**config.mk**
```make
export PLATFORM = sky130hd
export DESIGN_NAME = pulse_train_stimulator_core_flat
export DESIGN_NICKNAME = d
export VERILOG_FILES = /design/src/hdl/pts_pkg.sv /design/src/hdl/pts_if.sv /design/src/hdl/pts_train.sv /design/src/hdl/pulse_train_stimulator_core.sv /design/src/flat_wrapper.sv
export SDC_FILE = /design/constraint.sdc
export NUM_CORES = 1
export LEC_CHECK = 0
export BUFFER_PORTS_ARGS = -buffer_cell sky130_fd_sc_hd__buf_4
export CORE_MARGIN = 2
export CORE_UTILIZATION = 47
export DETAILED_ROUTE_END_ITERATION = 10
export GPL_ROUTABILITY_DRIVEN = 0
export GPL_TIMING_DRIVEN = 0
export PLACE_DENSITY = 0.67
export SLEW_MARGIN = 20
export SYNTH_ARGS = -nofsm -noshare
export SYNTH_HDL_FRONTEND = slang
export SYNTH_SLANG_ARGS = --single-unit
```
**constraint.sdc**
```tcl
create_clock -name i_clk -period 19.75 [get_ports i_clk]
set_clock_uncertainty 0.15 [all_clocks]
set_input_delay 1.975 -clock i_clk [delete_from_list [all_inputs] [get_ports i_clk]]
set_output_delay 1.975 -clock i_clk [all_outputs]
set_load 0.03 [all_outputs]
```
**src/hdl/pts_pkg.sv**
```systemverilog
`default_nettype none

package pts_pkg;

    localparam int unsigned CodeW    = 16;
    localparam int unsigned TicksW   = 16;
    localparam int unsigned CountW   = 8;
    localparam int unsigned ElapsedW = 32;
    localparam int unsigned CfgDataW = 32;
    localparam int unsigned CfgIdxW  = 3;

    // Register indexes on the configuration port
    typedef enum logic [CfgIdxW-1:0] {
        REG_PULSE_TICKS      = 3'd0,
        REG_GAP_TICKS        = 3'd1,
        REG_PULSES_PER_TRAIN = 3'd2,
        REG_REFRACTORY_TICKS = 3'd3,
        REG_AMPLITUDE_CODE   = 3'd4,
        REG_BASELINE_CODE    = 3'd5
    } t_cfg_reg;

    typedef struct packed {
        logic [TicksW-1:0]   pulse_ticks;
        logic [TicksW-1:0]   gap_ticks;
        logic [CountW-1:0]   pulses_per_train;
        logic [ElapsedW-1:0] refractory_ticks;
        logic [CodeW-1:0]    amplitude_code;
        logic [CodeW-1:0]    baseline_code;
    } t_cfg;

    typedef struct packed {
        logic [CodeW-1:0] drive_code;
        logic             pulse_high;
        logic             train_active;
        logic             train_start;
    } t_result;

endpackage

`default_nettype wire

```
**src/hdl/pts_if.sv**
```systemverilog
`default_nettype none

interface pts_in_if;
    logic valid;
    logic ready;
    logic stim_request;
    logic run_enable;

    modport source (output valid, output stim_request, output run_enable, input ready);
    modport sink   (input valid, input stim_request, input run_enable, output ready);
endinterface

interface pts_out_if;
    logic                       valid;
    logic                       ready;
    logic [pts_pkg::CodeW-1:0]  drive_code;
    logic                       pulse_high;
    logic                       train_active;
    logic                       train_start;

    modport source (output valid, output drive_code, output pulse_high,
                    output train_active, output train_start, input ready);
    modport sink   (input valid, input drive_code, input pulse_high,
                    input train_active, input train_start, output ready);
endinterface

`default_nettype wire

```
**src/hdl/pts_train.sv**
```systemverilog
`default_nettype none

module pts_train (
    input  wire logic            i_clk,
    input  wire logic            i_rst_n,
    input  wire logic            i_step,
    input  wire logic            i_stim_request,
    input  wire logic            i_run_enable,
    input  wire pts_pkg::t_cfg   i_cfg,
    output pts_pkg::t_result     o_result
);
    import pts_pkg::*;

    localparam logic [ElapsedW-1:0] ElapsedMax = '1;

    logic [ElapsedW-1:0] r_elapsed, n_elapsed;
    logic [TicksW-1:0]   r_phase,   n_phase;
    logic [CountW-1:0]   r_index,   n_index;
    logic                r_in_train, n_in_train;
    logic                r_level,   n_level;
    logic                r_was_en;

    logic                en_rise;
    logic                start;
    logic [ElapsedW-1:0] elapsed_a;
    logic [ElapsedW-1:0] elapsed_b;
    logic [TicksW:0]     phase_next;
    logic [TicksW-1:0]   pulse_lim;
    logic [TicksW-1:0]   gap_lim;
    logic [CountW-1:0]   index_next;
    logic                high;

    always_comb begin
        // a zero length counts as one tick
        pulse_lim = (i_cfg.pulse_ticks == '0) ? TicksW'(1) : i_cfg.pulse_ticks;
        gap_lim   = (i_cfg.gap_ticks == '0) ? TicksW'(1) : i_cfg.gap_ticks;

        en_rise   = i_run_enable && !r_was_en && !r_in_train;
        elapsed_a = en_rise ? '0 : r_elapsed;
        start     = !r_in_train && i_run_enable && i_stim_request
                    && (elapsed_a > i_cfg.refractory_ticks);

        elapsed_b  = start ? '0 : elapsed_a;
        n_phase    = start ? '0 : r_phase;
        n_index    = start ? '0 : r_index;
        n_in_train = start ? (i_cfg.pulses_per_train != '0) : r_in_train;
        n_level    = start ? (i_cfg.pulses_per_train != '0) : r_level;

        high = n_in_train && n_level;
        o_result.drive_code   = high ? i_cfg.amplitude_code : i_cfg.baseline_code;
        o_result.pulse_high   = high;
        o_result.train_active = n_in_train;
        o_result.train_start  = start;

        phase_next = {1'b0, n_phase} + (TicksW+1)'(1);
        index_next = n_index + CountW'(1);
        if (n_in_train) begin
            if (n_level) begin
                if (phase_next >= {1'b0, pulse_lim}) begin
                    n_level = 1'b0;
                    n_phase = '0;
                end else begin
                    n_phase = phase_next[TicksW-1:0];
                end
            end else begin
                if (phase_next >= {1'b0, gap_lim}) begin
                    n_phase = '0;
                    if (index_next >= i_cfg.pulses_per_train) begin
                        n_in_train = 1'b0;
                        n_index    = '0;
                    end else begin
                        n_index = index_next;
                        n_level = 1'b1;
                    end
                end else begin
                    n_phase = phase_next[TicksW-1:0];
                end
            end
        end

        // saturate rather than wrap
        n_elapsed = (elapsed_b == ElapsedMax) ? elapsed_b : elapsed_b + ElapsedW'(1);
    end

    always_ff @(posedge i_clk) begin
        if (!i_rst_n) begin
            r_elapsed  <= '0;
            r_phase    <= '0;
            r_index    <= '0;
            r_in_train <= 1'b0;
            r_level    <= 1'b0;
            r_was_en   <= 1'b0;
        end else if (i_step) begin
            r_elapsed  <= n_elapsed;
            r_phase    <= n_phase;
            r_index    <= n_index;
            r_in_train <= n_in_train;
            r_level    <= n_level;
            r_was_en   <= i_run_enable;
        end
    end

endmodule

`default_nettype wire

```
**src/hdl/pulse_train_stimulator_core.sv**
```systemverilog
`default_nettype none

// Pulse train stimulator. Each input beat is one time tick carrying a
// stimulation request and a run enable; each produces exactly one result beat
// with the drive code, the pulse level, the train-active flag and a train-start
// strobe. A request starts a train when the block is enabled, no train is
// running and more than refractory_ticks ticks have passed since the last
// start (or since a rising enable seen outside a train). A train is
// pulses_per_train pulses of amplitude_code for pulse_ticks ticks followed by
// baseline_code for gap_ticks ticks, and always runs to its end. A length of
// zero ticks counts as one; zero pulses per train flags the start but drives
// baseline only. Throughput is one beat per clock: the tick's state update and
// result are computed combinationally from the train state registers, and
// the result lands in the output register when the tick is accepted. The input
// stalls only while that output register holds a beat the sink has not taken.
// Configure through i_cfg_we/i_cfg_idx/i_cfg_wdata only while no beat is in
// flight; indexes beyond the register list are ignored.
module pulse_train_stimulator_core (
    input  wire logic                      i_clk,
    input  wire logic                      i_rst_n,
    input  wire logic                      i_cfg_we,
    input  wire logic [pts_pkg::CfgIdxW-1:0]  i_cfg_idx,
    input  wire logic [pts_pkg::CfgDataW-1:0] i_cfg_wdata,
    pts_in_if.sink                         i_stim,
    pts_out_if.source                      o_res
);
    import pts_pkg::*;

    t_cfg    r_cfg;
    t_result step_res;
    t_result r_res;
    logic    r_out_valid;
    logic    in_accept;

    // Accept a tick whenever the output register is empty or being drained
    assign i_stim.ready = !r_out_valid || o_res.ready;
    assign in_accept    = i_stim.valid && i_stim.ready;

    // Configuration registers, reset to their documented defaults
    always_ff @(posedge i_clk) begin
        if (!i_rst_n) begin
            r_cfg.pulse_ticks      <= TicksW'(1);
            r_cfg.gap_ticks        <= TicksW'(5);
            r_cfg.pulses_per_train <= CountW'(10);
            r_cfg.refractory_ticks <= ElapsedW'(200);
            r_cfg.amplitude_code   <= '0;
            r_cfg.baseline_code    <= '0;
        end else if (i_cfg_we) begin
            unique case (i_cfg_idx)
                REG_PULSE_TICKS:      r_cfg.pulse_ticks      <= i_cfg_wdata[TicksW-1:0];
                REG_GAP_TICKS:        r_cfg.gap_ticks        <= i_cfg_wdata[TicksW-1:0];
                REG_PULSES_PER_TRAIN: r_cfg.pulses_per_train <= i_cfg_wdata[CountW-1:0];
                REG_REFRACTORY_TICKS: r_cfg.refractory_ticks <= i_cfg_wdata[ElapsedW-1:0];
                REG_AMPLITUDE_CODE:   r_cfg.amplitude_code   <= i_cfg_wdata[CodeW-1:0];
                REG_BASELINE_CODE:    r_cfg.baseline_code    <= i_cfg_wdata[CodeW-1:0];
                default: begin
                    // drop writes to unmapped indexes
                end
            endcase
        end
    end

    // Train sequencer: advance state once per accepted tick
    pts_train u_train (
        .i_clk          (i_clk),
        .i_rst_n        (i_rst_n),
        .i_step         (in_accept),
        .i_stim_request (i_stim.stim_request),
        .i_run_enable   (i_stim.run_enable),
        .i_cfg          (r_cfg),
        .o_result       (step_res)
    );

    // Output register: hold the beat until the sink takes it
    always_ff @(posedge i_clk) begin
        if (!i_rst_n) begin
            r_out_valid <= 1'b0;
        end else if (in_accept) begin
            r_out_valid <= 1'b1;
        end else if (o_res.ready) begin
            r_out_valid <= 1'b0;
        end
    end

    always_ff @(posedge i_clk) begin
        if (in_accept) begin
            r_res <= step_res;
        end
    end

    assign o_res.valid        = r_out_valid;
    assign o_res.drive_code   = r_res.drive_code;
    assign o_res.pulse_high   = r_res.pulse_high;
    assign o_res.train_active = r_res.train_active;
    assign o_res.train_start  = r_res.train_start;

    // A pulse is only ever driven inside a train
    a_high_in_train: assert property (@(posedge i_clk) disable iff (!i_rst_n)
        r_out_valid && r_res.pulse_high |-> r_res.train_active)
        else $error("pulse level high outside a train");

    // A train with pulses opens on its first pulse
    a_start_pulse: assert property (@(posedge i_clk) disable iff (!i_rst_n)
        r_out_valid && r_res.train_start && (r_cfg.pulses_per_train != '0)
        |-> r_res.pulse_high && r_res.drive_code == r_cfg.amplitude_code)
        else $error("train start without first pulse");

    // An empty output register never stalls the input
    a_no_idle_stall: assert property (@(posedge i_clk) disable iff (!i_rst_n)
        !r_out_valid |-> i_stim.ready)
        else $error("input stalled with empty output register");

    // Every accepted tick leaves a result beat in the next cycle
    a_beat_out: assert property (@(posedge i_clk) disable iff (!i_rst_n)
        in_accept |=> r_out_valid)
        else $error("accepted tick produced no result");

endmodule

`default_nettype wire

```
**src/flat_wrapper.sv**
```systemverilog
// flat-port wrapper written by rule: the top's interface ports become plain ports
module pulse_train_stimulator_core_flat import pts_pkg::*;
  (i_clk, i_rst_n, i_cfg_we, i_cfg_idx, i_cfg_wdata, i_stim_valid, i_stim_stim_request, i_stim_run_enable, i_stim_ready, o_res_valid, o_res_drive_code, o_res_pulse_high, o_res_train_active, o_res_train_start, o_res_ready);
  pts_in_if i_stim_i ();
  pts_out_if o_res_i ();
  input  wire logic i_clk;
  input  wire logic i_rst_n;
  input  wire logic i_cfg_we;
  input  wire logic [pts_pkg::CfgIdxW-1:0] i_cfg_idx;
  input  wire logic [pts_pkg::CfgDataW-1:0] i_cfg_wdata;
  input wire logic [$bits(i_stim_i.valid)-1:0] i_stim_valid;
  input wire logic [$bits(i_stim_i.stim_request)-1:0] i_stim_stim_request;
  input wire logic [$bits(i_stim_i.run_enable)-1:0] i_stim_run_enable;
  output wire logic [$bits(i_stim_i.ready)-1:0] i_stim_ready;
  output wire logic [$bits(o_res_i.valid)-1:0] o_res_valid;
  output wire logic [$bits(o_res_i.drive_code)-1:0] o_res_drive_code;
  output wire logic [$bits(o_res_i.pulse_high)-1:0] o_res_pulse_high;
  output wire logic [$bits(o_res_i.train_active)-1:0] o_res_train_active;
  output wire logic [$bits(o_res_i.train_start)-1:0] o_res_train_start;
  input wire logic [$bits(o_res_i.ready)-1:0] o_res_ready;
  assign i_stim_i.valid = i_stim_valid;
  assign i_stim_i.stim_request = i_stim_stim_request;
  assign i_stim_i.run_enable = i_stim_run_enable;
  assign i_stim_ready = i_stim_i.ready;
  assign o_res_valid = o_res_i.valid;
  assign o_res_drive_code = o_res_i.drive_code;
  assign o_res_pulse_high = o_res_i.pulse_high;
  assign o_res_train_active = o_res_i.train_active;
  assign o_res_train_start = o_res_i.train_start;
  assign o_res_i.ready = o_res_ready;
  pulse_train_stimulator_core u_core (.i_clk(i_clk), .i_rst_n(i_rst_n), .i_cfg_we(i_cfg_we), .i_cfg_idx(i_cfg_idx), .i_cfg_wdata(i_cfg_wdata), .i_stim(i_stim_i), .o_res(o_res_i));
endmodule
```
==> results by stage <==
Run status:
- The flow ran to the end, and the final reports show no timing, DRC or antenna violations.

Power:
- The portion of total power attributed to combinational logic is 0.088.
- In this run the power density over the cells is 70.06 nW/um^2.
- Total power for the finished layout comes to 804.8 uW.
- In this run the power spent charging and discharging nets is 225.6 uW.
- The static power due to leakage is 0.004413 uW.
- The share of total power consumed by net switching is 0.2803.
- The share of total power dissipated in sequential elements is 0.480.
- Of the total power, the clock network draws 0.432.
- The internal power is 579.1 uW.
- The largest voltage drop on the vdd net is 0.05115 mV.

STA:
- The transition time at the pin with the least slew margin is 920.6 ps.
- Measured against its own limit, the worst slew margin works out to 0.3850.
- The total of endpoints with negative setup slack in the final report is 0.
- Setup repair after global routing left no endpoint under its margin.
- The number of hold-slack violations in the final timing report is 0.
- Dividing the final minimum period by the clock period gives 0.4875.
- Final hold analysis gives a worst-case slack of 305.3 ps.
- The count of pins over their slew limit is 0.
- Based on the critical path, the design can be clocked at up to 0.1039 GHz.
- The final period demand of the worst path is 9629 ps.
- The sum of negative setup slack is 0 ps.

Critical path:
- The sort of element at the start of the critical path is an input pin.
- The master of the slowest instance on the critical path is sky130_fd_sc_hd__nor4_1.
- The beginning of the worst register-to-register path is u_core.u_train.r_in_train.
- The worst path required time is 19980 ps.
- At the worst endpoint, the arrival time is 9860 ps.
- The endpoint identified for the worst register-to-register timing path is u_core.u_train.r_index[3].
- STA classifies the critical path endpoint as a flip-flop.
- The critical path in this run is classified as in -> reg.
- For this run, the slowest stage of the critical path takes 650 ps.
- For flop-to-flop paths, the worst setup slack is 11280 ps.
- The highest net fanout along the worst path is 10.
- Counting cells, the worst reg-to-reg path comes to 28.

Clock tree:
- The clock latency on the worst-skew pair is 440 ps.
- The number of clock sinks seen by CTS is 183.
- Clock tree synthesis inserted a total of 17 buffers.
- In this run the clock root is driven by a sky130_fd_sc_hd__clkbuf_16.
- The number of buffers on the longest clock path is 2.
- The number of H-tree levels is 4.
- After clock tree synthesis, the repair step resized 0 gates.
- The number of setup buffers added after CTS is 0.
- Buffers inserted to repair hold after CTS numbered 0.
- The clock-pin transition on the worst setup and hold timing paths is 80 ps.
- TritonCTS built the clock tree.

Logic synthesis:
- Dividing the synthesized area by the synthesized cell count gives 8.022 sq um.
- After synthesis, the cell types taking the most area are sky130_fd_sc_hd__dfxtp_1 33%, sky130_fd_sc_hd__nand2_1 9.8%, sky130_fd_sc_hd__ha_1 8.8%.
- The number of library cell types mapped by synthesis is 78.
- The biggest area consumer among synthesized cells is sky130_fd_sc_hd__dfxtp_1.
- Of the post-synthesis cell area, the dominant cell type holds 0.3266.
- After synthesis the netlist holds a flip-flop and latch count of 183.
- After synthesis the cells add up to 10050 sq um.
- The number of warnings reported in the yosys synthesis log is 0.
- The cell count after synthesis is 1253.
- The fraction of registers with async set/reset is 0.
- The share of the Yosys chip area taken by registers is 0.3834.
- The synthesized net count is 1366.
- Among all flip-flop cells after synthesis, the most frequent one is sky130_fd_sc_hd__dfxtp_1.
- The number of flops mapped to enable cells by yosys is 19.

Routing:
- For this run, design rule violations remaining after detail routing come to 0.
- The number of detailed-route iterations in the first pass is 5.
- The total routed wirelength is 27.88 mm.
- The final antenna-violating net count is 0.
- For this block, the via count after detailed routing is 9153.
- The detailed router finished its first iteration with 618 violations.
- Using the TritonRoute via totals, the vias-per-cell ratio works out to 5.643.
- Dividing the detail-routed wire length by the instance count gives 17.19 um.

Hold path:
- The hold path startpoint is u_core.r_cfg[55].
- The instance count along the most critical hold path is 2.
- The type of the tightest min-delay check is reg -> reg.
- The path with the worst hold slack has its endpoint at u_core.r_cfg[55].

Final layout:
- Compared with the post-synthesis result, the final layout area differs by 14.26%.
- The library cells used most frequently in the layout, excluding fill and tap cells, are 262 x sky130_fd_sc_hd__nand2_1, 164 x sky130_fd_sc_hd__dfxtp_1, 156 x sky130_fd_sc_hd__a21oi_1, 81 x sky130_fd_sc_hd__inv_1, 71 x sky130_fd_sc_hd__ha_1.
- Across the whole layout, storage elements account for 3854 sq um.
- For this run, the post-layout net count is 1447.
- The fill cell instance count of the final layout is 1995.
- The antenna cell count is 0.
- The fraction of final layout cells sized beyond drive strength 1 is 0.1017.
- In the final layout, the multi-input gates occupy 5669 sq um.
- Leaving out fill and tap cells, the most frequent cell in the layout is sky130_fd_sc_hd__nand2_1.

Flow run:
- Max-cap violations in this run came to 0.

Floorplanning:
- The floorplan row count is 53.
- The area of the die is 22570 sq um.
- The height of the die is 150.2 um.
- The floorplan step set the die width to 150.2 um.
- The initial core utilization is 0.4782.
- The total core area is 21020 sq um.
- The top-level port count is 63.

GRT:
- In the global route stage, overall resource usage came out at 0.2556.
- The remaining global-route overflow is 0.
- The number of antenna violations at the first check in global routing is 0.
- The first global-routing pass estimated 45.18 mm of wire.
- The via count of the first global-routing pass was 8799.
- The maximum number of pins on one net before global-route repair is 29.

Placement:
- The HPWL reported at the end of detailed placement is 20.73 mm.
- Port buffering added 62 buffers.
[cells in the mapped netlist (17+ instances only)]
| master | number |
|---|---|
| sky130_fd_sc_hd__inv_1 | 81 |
| sky130_fd_sc_hd__nand4_1 | 21 |
| sky130_fd_sc_hd__nor2_1 | 61 |
| sky130_fd_sc_hd__a21o_1 | 17 |
| sky130_fd_sc_hd__o21ai_0 | 25 |
| sky130_fd_sc_hd__edfxtp_1 | 19 |
| sky130_fd_sc_hd__a21oi_1 | 156 |
| sky130_fd_sc_hd__dfxtp_1 | 164 |
| sky130_fd_sc_hd__clkbuf_1 | 45 |
| sky130_fd_sc_hd__nand2_1 | 262 |
| sky130_fd_sc_hd__and2_1 | 44 |
| sky130_fd_sc_hd__ha_1 | 71 |
| sky130_fd_sc_hd__nand3_1 | 38 |
[logic make-up (layout without fill, tap and decap cells)]
kind of cell / Yosys count / after routing / synth area share
fa+ha+maj: 71 / 71 / 0.08837
buf+inv: 138 / 232 / 0.05265
xor+xnor: 21 / 21 / 0.01830
flops: 183 / 183 / 0.3834
compound gates: 293 / 293 / 0.1841
mux: 19 / 19 / 0.02116
simple gates: 528 / 528 / 0.2521
[flip-flops by register name, summed over array words and instances, names as in the netlist]
register / flops
u_core.o_res.train_start: 1
u_core.o_res.pulse_high: 1
u_core.o_res.valid: 1
u_core.u_train.r_elapsed: 32
u_core.u_train.r_level: 1
u_core.u_train.r_phase: 16
u_core.o_res.drive_code: 16
u_core.u_train.r_index: 8
u_core.r_cfg: 104
u_core.u_train.r_in_train: 1
u_core.o_res.train_active: 1
u_core.u_train.r_was_en: 1
[power groups by stage]
stage	Combinational, uW	Sequential, uW	Clock [uW]
after floorplan	36.0	398	0
after global placement	69.6	395	0
after detailed placement	70.0	395	0
after CTS	70.4	386	353
after global routing	77.1	387	368
final	70.8	386	348
[how the worst max path moves through the flow]
stage	slack (ps)	end	depth (start not counted)	startpoint
after floorplan	11660	u_core.u_train.r_index[4]	29	i_stim_run_enable
after global placement	9830	u_core.u_train.r_index[5]	29	i_stim_run_enable
after detailed placement	9790	u_core.u_train.r_index[3]	29	i_stim_run_enable
after CTS	10210	u_core.u_train.r_index[3]	29	i_stim_run_enable
after global routing	9640	u_core.u_train.r_index[3]	29	i_stim_run_enable
final	10120	u_core.u_train.r_index[3]	29	i_stim_run_enable
[metrics by stage]
step / cells / setup slack, ps / instance area [sq um] / utilization
global route: 1622 / 9640 / 11490 / 0.5464
global placement: 1590 / 9825 / 10860 / 0.5167
detailed placement: 1590 / 9793 / 10860 / 0.5168
floorplan: 1253 / 11660 / 10050 / -
finish: 1622 / 10120 / 11490 / 0.5464
CTS: 1622 / 10210 / 11490 / 0.5464
[layer usage]
layer,vias up,share of wire,GRT usage,wire [um]
li1,4549,-,-,-
met4,0,0.031,0.1019,866
met3,64,0.058,0.04485,1617
met5,-,0,0,0
met1,4269,0.44,0.3309,12220
met2,271,0.47,0.4240,13180
[worst max-delay path, delay by kind of cell]
kind            cells  cell delay [ps]
compound gates      8             2360
xor+xnor            1              130
fa+ha+maj           3              890
buf+inv             4             1110
simple gates       13             3390
[cell type report]
type | count | share of cell area
Inverter | 82 | 0.02680
Buffer | 56 | 0.01939
Timing Repair Buffer | 62 | 0.04052
Tap cell | 275 | 0.02996
Multi-Input combinational cell | 932 | 0.4936
Clock inverter | 15 | 0.01721
Sequential cell | 183 | 0.3355
Clock buffer | 17 | 0.03704
No activity file was read; power rests on OpenSTA's default activity.
